`config.mk`:
```
export PLATFORM = sky130hd
export DESIGN_NAME = json_string_unescape_utf8
export DESIGN_NICKNAME = d
export VERILOG_FILES = /design/src/hdl/jsu_pkg.sv /design/src/hdl/json_string_unescape_utf8.sv /design/src/hdl/jsu_decode.sv /design/src/hdl/jsu_out.sv
export SDC_FILE = /design/constraint.sdc
export NUM_CORES = 1
export LEC_CHECK = 0
export BUFFER_PORTS_ARGS = -buffer_cell sky130_fd_sc_hd__buf_4
export CAP_MARGIN = 20
export CORE_ASPECT_RATIO = 2
export CORE_MARGIN = 5
export CORE_UTILIZATION = 60
export CTS_CLUSTER_SIZE = 20
export DETAILED_ROUTE_END_ITERATION = 16
export PLACE_DENSITY = 0.79
export SLEW_MARGIN = 10
export SYNTH_ARGS = -nofsm -noshare
export SYNTH_HDL_FRONTEND = slang
export SYNTH_HIERARCHICAL = 1
export SYNTH_SLANG_ARGS = --single-unit
```
`constraint.sdc`:
```
create_clock -name i_clk -period 4.3 [get_ports i_clk]
set_input_delay 0.215 -clock i_clk [delete_from_list [all_inputs] [get_ports i_clk]]
set_output_delay 0.215 -clock i_clk [all_outputs]
set_load 0.02 [all_outputs]
```
`src/hdl/jsu_pkg.sv`:
```
package jsu_pkg;

    // Decoder mode, one-hot
    typedef enum logic [6:0] {
        M_IDLE    = 7'b0000001,
        M_STR     = 7'b0000010,
        M_ESC     = 7'b0000100,
        M_HEX1    = 7'b0001000,
        M_WANT_BS = 7'b0010000,
        M_WANT_U  = 7'b0100000,
        M_HEX2    = 7'b1000000
    } t_mode;

    // Error codes carried on the result channel
    localparam logic [3:0] E_NONE       = 4'd0;
    localparam logic [3:0] E_NO_QUOTE   = 4'd1;
    localparam logic [3:0] E_UNTERM     = 4'd2;
    localparam logic [3:0] E_END_ESC    = 4'd3;
    localparam logic [3:0] E_BAD_ESC    = 4'd4;
    localparam logic [3:0] E_END_UNI    = 4'd5;
    localparam logic [3:0] E_BAD_HEX    = 4'd6;
    localparam logic [3:0] E_NO_LOW_BS  = 4'd7;
    localparam logic [3:0] E_NO_LOW_U   = 4'd8;
    localparam logic [3:0] E_BAD_LOW    = 4'd9;
    localparam logic [3:0] E_LONE_LOW   = 4'd10;
    localparam logic [3:0] E_CTRL       = 4'd11;

    // Result group produced by one input beat: up to four output beats
    typedef struct packed {
        logic [3:0][7:0] data;      // bytes in output order
        logic [1:0]      last_idx;  // index of the final beat
        logic            done;      // closing quote seen
        logic [3:0]      err;       // error code, E_NONE if none
    } t_group;

endpackage

```
`src/hdl/json_string_unescape_utf8.sv`:
```
// Streaming unescaper for quoted JSON strings, emitting UTF-8.
// Input channel (i_in_valid / o_in_ready): one beat is one text byte, or an
// end-of-input mark when i_at_end is set. Output channel (o_out_valid /
// i_out_ready): one beat is one result: a decoded byte (o_byte_valid), the
// done mark of a closing quote (o_string_done) or an error (o_error_code).
// o_run_last flags the final result caused by an input beat.
// Path: an input beat is registered, then decoded and loaded into the result
// register once that register can take it, and its first result is offered
// from there.
// Throughput: one input beat per cycle while each beat yields at most one
// result and i_out_ready stays high; a \u escape that completes yields 1 to 4
// UTF-8 bytes, and the result register then holds the input side until its
// last byte is taken. Beats that yield nothing (quotes opening, backslashes,
// hex digits) load nothing into the result register.
// Reset: the decoder returns to idle, waiting for an opening quote, and both
// pipeline registers empty.
// Receiver stall: the result register holds its beat; the input register
// fills and then o_in_ready drops until results drain.
module json_string_unescape_utf8 (
    input  logic       i_clk,
    input  logic       i_rst_n,
    input  logic       i_in_valid,
    output logic       o_in_ready,
    input  logic [7:0] i_in_byte,
    input  logic       i_at_end,
    output logic       o_out_valid,
    input  logic       i_out_ready,
    output logic [7:0] o_out_byte,
    output logic       o_byte_valid,
    output logic       o_run_last,
    output logic       o_string_done,
    output logic [3:0] o_error_code
);

    logic            r_in_valid;
    logic [7:0]      r_in_byte;
    logic            r_in_end;
    logic            can_load;
    logic            advance;
    logic            has_result;
    jsu_pkg::t_group grp;

    assign advance    = r_in_valid & can_load;
    assign o_in_ready = !r_in_valid | advance;

    // Input register
    always_ff @(posedge i_clk) begin
        if (!i_rst_n) begin
            r_in_valid <= 1'b0;
        end else if (o_in_ready) begin
            r_in_valid <= i_in_valid;
        end
    end

    always_ff @(posedge i_clk) begin
        if (o_in_ready && i_in_valid) begin
            r_in_byte <= i_in_byte;
            r_in_end  <= i_at_end;
        end
    end

    jsu_decode u_decode (
        .i_clk        (i_clk),
        .i_rst_n      (i_rst_n),
        .i_fire       (advance),
        .i_byte       (r_in_byte),
        .i_end        (r_in_end),
        .o_has_result (has_result),
        .o_grp        (grp)
    );

    jsu_out u_out (
        .i_clk        (i_clk),
        .i_rst_n      (i_rst_n),
        .i_load       (advance & has_result),
        .i_grp        (grp),
        .o_can_load   (can_load),
        .o_valid      (o_out_valid),
        .i_ready      (i_out_ready),
        .o_byte       (o_out_byte),
        .o_byte_valid (o_byte_valid),
        .o_last       (o_run_last),
        .o_done       (o_string_done),
        .o_err        (o_error_code)
    );

endmodule

```
`src/hdl/jsu_decode.sv`:
```
module jsu_decode (
    input  logic               i_clk,
    input  logic               i_rst_n,
    input  logic               i_fire,
    input  logic [7:0]         i_byte,
    input  logic               i_end,
    output logic               o_has_result,
    output jsu_pkg::t_group    o_grp
);

    jsu_pkg::t_mode r_mode, n_mode;
    logic [15:0]    r_acc,  n_acc;
    logic [1:0]     r_cnt,  n_cnt;
    logic [9:0]     r_hs,   n_hs;

    logic [3:0]     err;
    logic           done;
    logic           emit1;
    logic [7:0]     byte1;
    logic           emit_cp;
    logic [20:0]    cp;
    logic [4:0]     hexd;
    logic [15:0]    full;

    // Hex digit value, bit 4 flags a valid digit
    function automatic logic [4:0] hex_val(input logic [7:0] c);
        logic [4:0] r;
        case (c) inside
            [8'h30:8'h39]: r = {1'b1, c[3:0]};
            [8'h41:8'h46],
            [8'h61:8'h66]: r = {1'b1, c[3:0] + 4'd9};
            default:       r = 5'd0;
        endcase
        return r;
    endfunction

    assign hexd = hex_val(i_byte);
    assign full = {r_acc[11:0], hexd[3:0]};

    // Work out next state and what this beat produces
    always_comb begin
        n_mode  = r_mode;
        n_acc   = r_acc;
        n_cnt   = r_cnt;
        n_hs    = r_hs;
        err     = jsu_pkg::E_NONE;
        done    = 1'b0;
        emit1   = 1'b0;
        byte1   = i_byte;
        emit_cp = 1'b0;
        cp      = {5'd0, full};
        if (i_end) begin
            case (r_mode)
                jsu_pkg::M_STR:     err = jsu_pkg::E_UNTERM;
                jsu_pkg::M_ESC:     err = jsu_pkg::E_END_ESC;
                jsu_pkg::M_HEX1,
                jsu_pkg::M_HEX2:    err = jsu_pkg::E_END_UNI;
                jsu_pkg::M_WANT_BS: err = jsu_pkg::E_NO_LOW_BS;
                jsu_pkg::M_WANT_U:  err = jsu_pkg::E_NO_LOW_U;
                default:            err = jsu_pkg::E_NO_QUOTE;
            endcase
        end else begin
            case (r_mode)
                jsu_pkg::M_STR: begin
                    if (i_byte == 8'h22) begin
                        done   = 1'b1;
                        n_mode = jsu_pkg::M_IDLE;
                    end else if (i_byte == 8'h5C) begin
                        n_mode = jsu_pkg::M_ESC;
                    end else if (i_byte < 8'h20) begin
                        err = jsu_pkg::E_CTRL;
                    end else begin
                        emit1 = 1'b1;
                    end
                end
                jsu_pkg::M_ESC: begin
                    n_mode = jsu_pkg::M_STR;
                    emit1  = 1'b1;
                    case (i_byte)
                        8'h22, 8'h5C, 8'h2F: byte1 = i_byte;
                        8'h62: byte1 = 8'h08;
                        8'h66: byte1 = 8'h0C;
                        8'h6E: byte1 = 8'h0A;
                        8'h72: byte1 = 8'h0D;
                        8'h74: byte1 = 8'h09;
                        8'h75: begin
                            emit1  = 1'b0;
                            n_mode = jsu_pkg::M_HEX1;
                            n_acc  = 16'd0;
                            n_cnt  = 2'd0;
                        end
                        default: begin
                            emit1 = 1'b0;
                            err   = jsu_pkg::E_BAD_ESC;
                        end
                    endcase
                end
                jsu_pkg::M_HEX1,
                jsu_pkg::M_HEX2: begin
                    if (!hexd[4]) begin
                        err = jsu_pkg::E_BAD_HEX;
                    end else begin
                        n_acc = full;
                        if (r_cnt != 2'd3) begin
                            n_cnt = r_cnt + 2'd1;
                        end else begin
                            n_cnt = 2'd0;
                            if (r_mode == jsu_pkg::M_HEX1) begin
                                // high surrogate waits for its pair
                                if (full[15:10] == 6'b110110) begin
                                    n_hs   = full[9:0];
                                    n_mode = jsu_pkg::M_WANT_BS;
                                end else if (full[15:10] == 6'b110111) begin
                                    err = jsu_pkg::E_LONE_LOW;
                                end else begin
                                    n_mode  = jsu_pkg::M_STR;
                                    emit_cp = 1'b1;
                                end
                            end else begin
                                if (full[15:10] != 6'b110111) begin
                                    err = jsu_pkg::E_BAD_LOW;
                                end else begin
                                    n_mode  = jsu_pkg::M_STR;
                                    emit_cp = 1'b1;
                                    cp      = 21'h10000 + {1'b0, r_hs, full[9:0]};
                                end
                            end
                        end
                    end
                end
                jsu_pkg::M_WANT_BS: begin
                    if (i_byte != 8'h5C) begin
                        err = jsu_pkg::E_NO_LOW_BS;
                    end else begin
                        n_mode = jsu_pkg::M_WANT_U;
                    end
                end
                jsu_pkg::M_WANT_U: begin
                    if (i_byte != 8'h75) begin
                        err = jsu_pkg::E_NO_LOW_U;
                    end else begin
                        n_mode = jsu_pkg::M_HEX2;
                        n_acc  = 16'd0;
                        n_cnt  = 2'd0;
                    end
                end
                default: begin
                    // idle, and any unused code: expect the opening quote
                    if (i_byte == 8'h22) begin
                        n_mode = jsu_pkg::M_STR;
                    end else begin
                        err = jsu_pkg::E_NO_QUOTE;
                    end
                end
            endcase
        end
        // Any error drops the string and clears the state
        if (err != jsu_pkg::E_NONE) begin
            n_mode = jsu_pkg::M_IDLE;
            n_acc  = 16'd0;
            n_cnt  = 2'd0;
            n_hs   = 10'd0;
        end
    end

    // Build the result group
    always_comb begin
        o_grp          = '0;
        o_grp.err      = err;
        o_grp.done     = done;
        o_has_result   = (err != jsu_pkg::E_NONE) | done | emit1 | emit_cp;
        if (err == jsu_pkg::E_NONE && !done) begin
            if (emit1) begin
                o_grp.data[0] = byte1;
            end else if (cp <= 21'h7F) begin
                o_grp.data[0] = cp[7:0];
            end else if (cp <= 21'h7FF) begin
                o_grp.data[0]  = {3'b110, cp[10:6]};
                o_grp.data[1]  = {2'b10, cp[5:0]};
                o_grp.last_idx = 2'd1;
            end else if (cp <= 21'hFFFF) begin
                o_grp.data[0]  = {4'b1110, cp[15:12]};
                o_grp.data[1]  = {2'b10, cp[11:6]};
                o_grp.data[2]  = {2'b10, cp[5:0]};
                o_grp.last_idx = 2'd2;
            end else begin
                o_grp.data[0]  = {5'b11110, cp[20:18]};
                o_grp.data[1]  = {2'b10, cp[17:12]};
                o_grp.data[2]  = {2'b10, cp[11:6]};
                o_grp.data[3]  = {2'b10, cp[5:0]};
                o_grp.last_idx = 2'd3;
            end
        end
    end

    // Advance state on each consumed beat
    always_ff @(posedge i_clk) begin
        if (!i_rst_n) begin
            r_mode <= jsu_pkg::M_IDLE;
            r_acc  <= 16'd0;
            r_cnt  <= 2'd0;
            r_hs   <= 10'd0;
        end else if (i_fire) begin
            r_mode <= n_mode;
            r_acc  <= n_acc;
            r_cnt  <= n_cnt;
            r_hs   <= n_hs;
        end
    end

endmodule

```
`src/hdl/jsu_out.sv`:
```
module jsu_out (
    input  logic               i_clk,
    input  logic               i_rst_n,
    input  logic               i_load,
    input  jsu_pkg::t_group    i_grp,
    output logic               o_can_load,
    output logic               o_valid,
    input  logic               i_ready,
    output logic [7:0]         o_byte,
    output logic               o_byte_valid,
    output logic               o_last,
    output logic               o_done,
    output logic [3:0]         o_err
);

    jsu_pkg::t_group r_grp;
    logic            r_valid;
    logic [1:0]      r_idx;
    logic            take;
    logic            is_last;

    assign is_last    = (r_idx == r_grp.last_idx);
    assign take       = r_valid & i_ready;
    assign o_can_load = !r_valid | (take & is_last);

    assign o_valid      = r_valid;
    assign o_byte       = r_grp.data[r_idx];
    assign o_byte_valid = (r_grp.err == jsu_pkg::E_NONE) & !r_grp.done;
    assign o_last       = is_last;
    assign o_done       = r_grp.done;
    assign o_err        = r_grp.err;

    // Hold the group, step through its beats
    always_ff @(posedge i_clk) begin
        if (!i_rst_n) begin
            r_valid <= 1'b0;
            r_idx   <= 2'd0;
        end else if (i_load) begin
            r_valid <= 1'b1;
            r_idx   <= 2'd0;
        end else if (take) begin
            if (is_last) begin
                r_valid <= 1'b0;
            end else begin
                r_idx <= r_idx + 2'd1;
            end
        end
    end

    always_ff @(posedge i_clk) begin
        if (i_load) begin
            r_grp <= i_grp;
        end
    end

endmodule

```
-- After elaboration in Yosys (flattened, before gate mapping)
Index checks and enable logic that the tools add are counted.
- flip-flop bits (word level): 83
- bits in latches: 0
- RAM bits: 0
- bits in read-only memories: 0
- input bits: 13
- output and inout bits: 17
- word-level logic and storage cells: 201
- memories kept: 0
- add/sub/neg operators: 4
- multipliers: 0
- div/mod/pow operators: 0
- $lt $le $gt $ge: 11
- eq/ne operators: 32
- shift operators: 0
- muxes and demuxes: 89
- bitwise logic cells: 13
- reductions and logical operators: 33
- operators with widths (kind ; count):
    $mux W21 ; 6
    $mux W7 ; 13
    $mux W10 ; 7
    $mux W12 ; 5
    $eq A8 B7 Y1 const B ; 7
    $mux W4 ; 12
    $mux W8 ; 6
    $pmux W4 S5 ; 2
    $pmux W8 S5 ; 1
    $pmux W12 S3 ; 1
    $pmux W7 S5 ; 1
    $mux W24 ; 1
    $add A17 B20 Y21 const A ; 1
    $le A21 B11 Y1 const B ; 1
    $le A21 B16 Y1 const B ; 1
    $le A21 B7 Y1 const B ; 1
    $mux W1 ; 20
    $mux W18 ; 1
    $bmux W8 S2 ; 1
    $eq A8 B6 Y1 const B ; 2
    $ge A8 B7 Y1 const B ; 2
    $le A8 B7 Y1 const B ; 2
    $ne A8 B7 Y1 const B ; 2
    $eq A6 B6 Y1 const B ; 2
    other kinds (46) ; 84

-- Logic depth before layout (Yosys ltp)
- depth after elaboration: 17
- gate-level depth with buffers: 15
- mapped depth without buffers: 14

-- By module
Netlist, hierarchy kept.
- modules (own cells, without submodules) (module ; instances ; cells each ; area an instance (um^2) ; sequential area each (um^2)):
    jsu_decode ; 1 ; 412 ; 3031.7 ; 620.6
    jsu_out ; 1 ; 77 ; 1590.3 ; 1231.2
    json_string_unescape_utf8 ; 1 ; 16 ; 342.8 ; 290.3

-- Worst setup path after synthesis
No wires, ideal clock.
- kind: register -> register
- start point: register r_in_byte[0]
- end point: register u_out.r_idx[1]
- data arrival time: 3576 ps
- data required time: 4228 ps
- setup slack: 652 ps
- stages on the path, launching flop included: 16
- clock period less this slack: 3648 ps
- path through: edfxtp_1 > inv_1 > ha_1 > o21bai_1 > a211oi_2 > buf_4 > or2_2 > a31oi_1 > o21ai_1 > nor3_2 > nand2_1 > a211o_1 > and3_2 > nor2b_1 > nand2b_1 > mux2i_1
- RTL lines (element ; line ; RTL):
    from (decl) ; json_string_unescape_utf8.sv:36 ; logic [7:0] r_in_byte;
    from (signal assigned) ; json_string_unescape_utf8.sv:57 ; r_in_byte <= i_in_byte;
    to (signal assigned) ; jsu_out.sv:45 ; r_idx <= r_idx + 2'd1;
    to (decl) ; jsu_out.sv:18 ; logic [1:0] r_idx;

==> key figures <==
Worst setup path
  • Max incr delay on CP: 0.76 ns
  • Worst setup EP type: register
  • Worst path cell trace: inv_1 -> ha_1 -> o21bai_1 -> a211oi_2 -> or2_2 -> a31oi_1 -> o21ai_1 -> nor3_2 -> nand2_1 -> a211o_1 -> and3_2 -> buf_12 -> o21ai_0 -> a31oi_1
  • Critical Path Fanout Max: 35
  • Worst path slowest cell: a211oi_2
  • Reg2Reg Depth: 14
  • Critical path type: reg -> reg
  • CP dominant cell by count: a31oi_1
  • Register-to-Register Setup Slack: 0.40 ns
  • Worst r2r src: r_in_byte[0]
  • CP arrival: 4.17 ns
  • Setup crit start kind: register
  • CP required: 4.56 ns
  • R2R Path End: u_out/o_valid

Synth
  • Top cells by count, synth: 48 x edfxtp_1, 41 x nand2_1, 41 x nand3_1, 35 x dfxtp_1, 34 x nor2_1
  • Unique cell type count in the Yosys netlist: 88
  • Top_reg_cell synth: edfxtp_1
  • Top-area cell type share of the netlist area: 29.0%
  • Synth Instances: 505
  • FF+latch count, synth: 83
  • Most frequent cell after synthesis: edfxtp_1
  • Avg Synthesized Cell Area: 9.83 sq um
  • Yosys top cell by area: edfxtp_1
  • Yosys warnings: 6
  • Ys async rst share: 0%
  • Post-Syn Area: 4960 sq um
  • Sequential share of the synthesized area: 43.1%
  • Post-synth EDFFs: 48
  • Most area-consuming cells after synthesis: edfxtp_1 29%, dfxtp_1 14%, nand3_1 4.1%, mux2i_1 3.6%, mux4_2 3.2%

Timing
  • Pins Over Slew Limit: 0
  • # setup viols final: 0
  • Clk_skew: 0.0108 ns
  • Fmax: 256 MHz
  • Final setup margin: 0.396 ns
  • Max transition margin: 41.9%
  • Final period util: 90.8%
  • Tightest Pin Transition: 0.871 ns
  • Minimum clock period: 3.90 ns
  • Final hold viol count: 0
  • RSZ-0062 raised after global routing: false
  • Setup TNS Final: 0 ns

Status
  • Status: finished, final reports clean

Hold path
  • Hold path cells: 1
  • Hold/Removal Path Class: in -> reg
  • Hold path startpoint: i_in_byte[0]
  • Hold Path End: r_in_byte[0]

Floorplan
  • Die ar.: 10300 sq um
  • Num rows: 47
  • Die height: 139 microns
  • Starting density of the core: 60.7%
  • Core Area: 8170 sq um
  • Die span in x: 74.3 microns
  • IO Count: 30

Placement
  • Pre-CTS WS: 0.479 ns
  • PortBufs: 29
  • Placer Congestion: 0.959
  • Post-DP Area: 5230 sq um
  • Hpwl dp: 9720 microns

Final layout
  • Layout cell share with drive strength beyond 1: 19.5%
  • FILL cells: 671
  • Area growth from synthesis to layout: 11.7%
  • ANT cells: 0
  • Nets: 544
  • Final instance area: 5550 sq um

Clocking
  • CTS resizes: 0
  • Worst skew pair latency: 0.34 ns
  • H-tree lvl count: 3
  • CTS buffer count: 9
  • Clk root buf: clkbuf_16
  • TritonCTS clock tree: built
  • CTS Sinks: 83
  • CTS Hold Buffers Added: 0
  • Clock Tree Buf Depth: 2
  • Post-CTS Setup Bufs: 0
  • Clk slew on worst S/H paths: 0.07 ns

Detailed routing
  • DRT Pass-1 Iters: 5
  • # DRC: 0
  • Final WL: 13200 microns
  • Routed Antenna Nets: 0
  • Vias: 4250
  • Via density: 6.78
  • Wire length per cell: 21.0 microns
  • Initial DRC count: 405

GRT
  • First-pass GRT wire length: 21100 microns
  • Global route overflow: 0
  • Met3 usage: 5.22%
  • Largest net degree at the start of global routing: 50
  • Initial antenna violation count: 0
  • Gr usage total: 26.7%
  • Vias in the first global route: 4104
  • Gr busiest metal: met2
  • M1 GR Usage: 28.6%
  • Global Route met2 Usage: 47.8%

Pwr
  • VDD IR max: 0.288 mV
  • PwrDens: 326 nW/um^2
  • Leak pwr: 1.96 nW
  • Tot Pwr: 1.81 mW

Job
  • # Max-Cap Violations: 0
-- layout by cell type, fill, tap and decap left out, types with 3 or more instances in the layout --
| cell | instances |
|---|---|
| nor2_1 | 34 |
| nor3b_1 | 3 |
| and3_1 | 10 |
| nand2_1 | 41 |
| or4_1 | 3 |
| a31o_2 | 4 |
| o41ai_1 | 3 |
| clkbuf_16 | 10 |
| and2_1 | 8 |
| mux4_2 | 7 |
| conb_1 | 3 |
| a31oi_1 | 6 |
| ha_1 | 7 |
| nand3_1 | 41 |
| mux2i_1 | 18 |
| nand4_1 | 11 |
| o21ai_0 | 19 |
| clkinv_2 | 5 |
| or3_1 | 9 |
| o22ai_1 | 4 |
| a21oi_2 | 7 |
| nor2b_1 | 6 |
| xnor2_1 | 6 |
| o31ai_1 | 8 |
| a211oi_1 | 8 |
| xor2_1 | 3 |
| a221oi_1 | 4 |
| a22oi_1 | 3 |
| buf_4 | 40 |
| a21oi_1 | 11 |
| edfxtp_1 | 48 |
| nor3_1 | 9 |
| nand2b_1 | 4 |
| dfxtp_1 | 35 |
| inv_1 | 21 |
| nor4_1 | 4 |
-- routing by layer --
metal,routed length (microns),vias to the layer above
li1,-,1954
met1,4620,2031
met4,561,0
met2,7320,210
met5,0,-
met3,671,55
-- metrics by stage --
stage | cells | utilization [%] | hold WS (ns)
after floorplan | 507 | - | 0.314
after global placement | 610 | 63.9 | 0.393
after detailed placement | 610 | 63.9 | 0.394
after CTS | 626 | 67.7 | 0.0378
after global routing | 627 | 67.9 | 0.0320
final | 627 | 67.9 | 0.0445
-- layout make-up --
cell class	instances	area (sq um)	share of cell area (%)
Clock buffer	10	250	4.51
Clock inverter	6	61.3	1.11
Inverter	22	83.8	1.51
Multi-Input combinational cell	366	2560	46.1
Sequential cell	83	2140	38.6
Tap cell	98	123	2.21
Timing Repair Buffer	42	332	5.98
-- worst max-delay path by stage --
| stage | start | endpoint | slack [ns] | depth (start not counted) |
|---|---|---|---|---|
| after floorplan | r_in_byte[0] | u_out/r_idx[1] | 0.65 | 15 |
| after global placement | r_in_byte[6] | u_out/r_grp[20] | 0.63 | 9 |
| after detailed placement | r_in_byte[0] | u_out/o_valid | 0.48 | 14 |
| after CTS | r_in_byte[0] | u_out/o_valid | 0.43 | 14 |
| after global routing | r_in_byte[0] | u_out/o_valid | 0.17 | 14 |
| final | r_in_byte[0] | u_out/o_valid | 0.40 | 14 |
-- registers in the layout, indices dropped and copies added (netlist names) --
| register | flops |
|---|---|
| u_decode/r_hs | 10 |
| u_out/o_done | 1 |
| u_out/o_err | 4 |
| u_decode/r_cnt | 2 |
| r_in_end | 1 |
| u_out/r_grp | 34 |
| r_in_valid | 1 |
| u_decode/r_mode | 7 |
| r_in_byte | 8 |
| u_out/o_valid | 1 |
| u_out/r_idx | 2 |
| u_decode/r_acc | 12 |
-- worst max-delay path: cells and delay by family, from the launching register on --
family,cells,cell delay (ns)
flops,1,0.52
fa+ha+maj,1,0.24
compound gates,7,1.82
simple gates,4,0.85
buf+inv,2,0.40
-- power by group --
| group | switching, mW | internal, mW |
|---|---|---|
| Combinational | 0.0809 | 0.0533 |
| Sequential | 0.0164 | 0.861 |
| Clock | 0.315 | 0.485 |
-- cells by family after synthesis --
logic type / after synthesis / synth area share [%]
flops: 83 / 43.1
compound gates: 113 / 17.6
buf+inv: 58 / 5.75
simple gates: 207 / 22.5
other cells: 1 / 0.0755
mux: 27 / 7.56
xor+xnor: 9 / 1.59
fa+ha+maj: 7 / 1.76
Power figures use the tool's default switching activity.
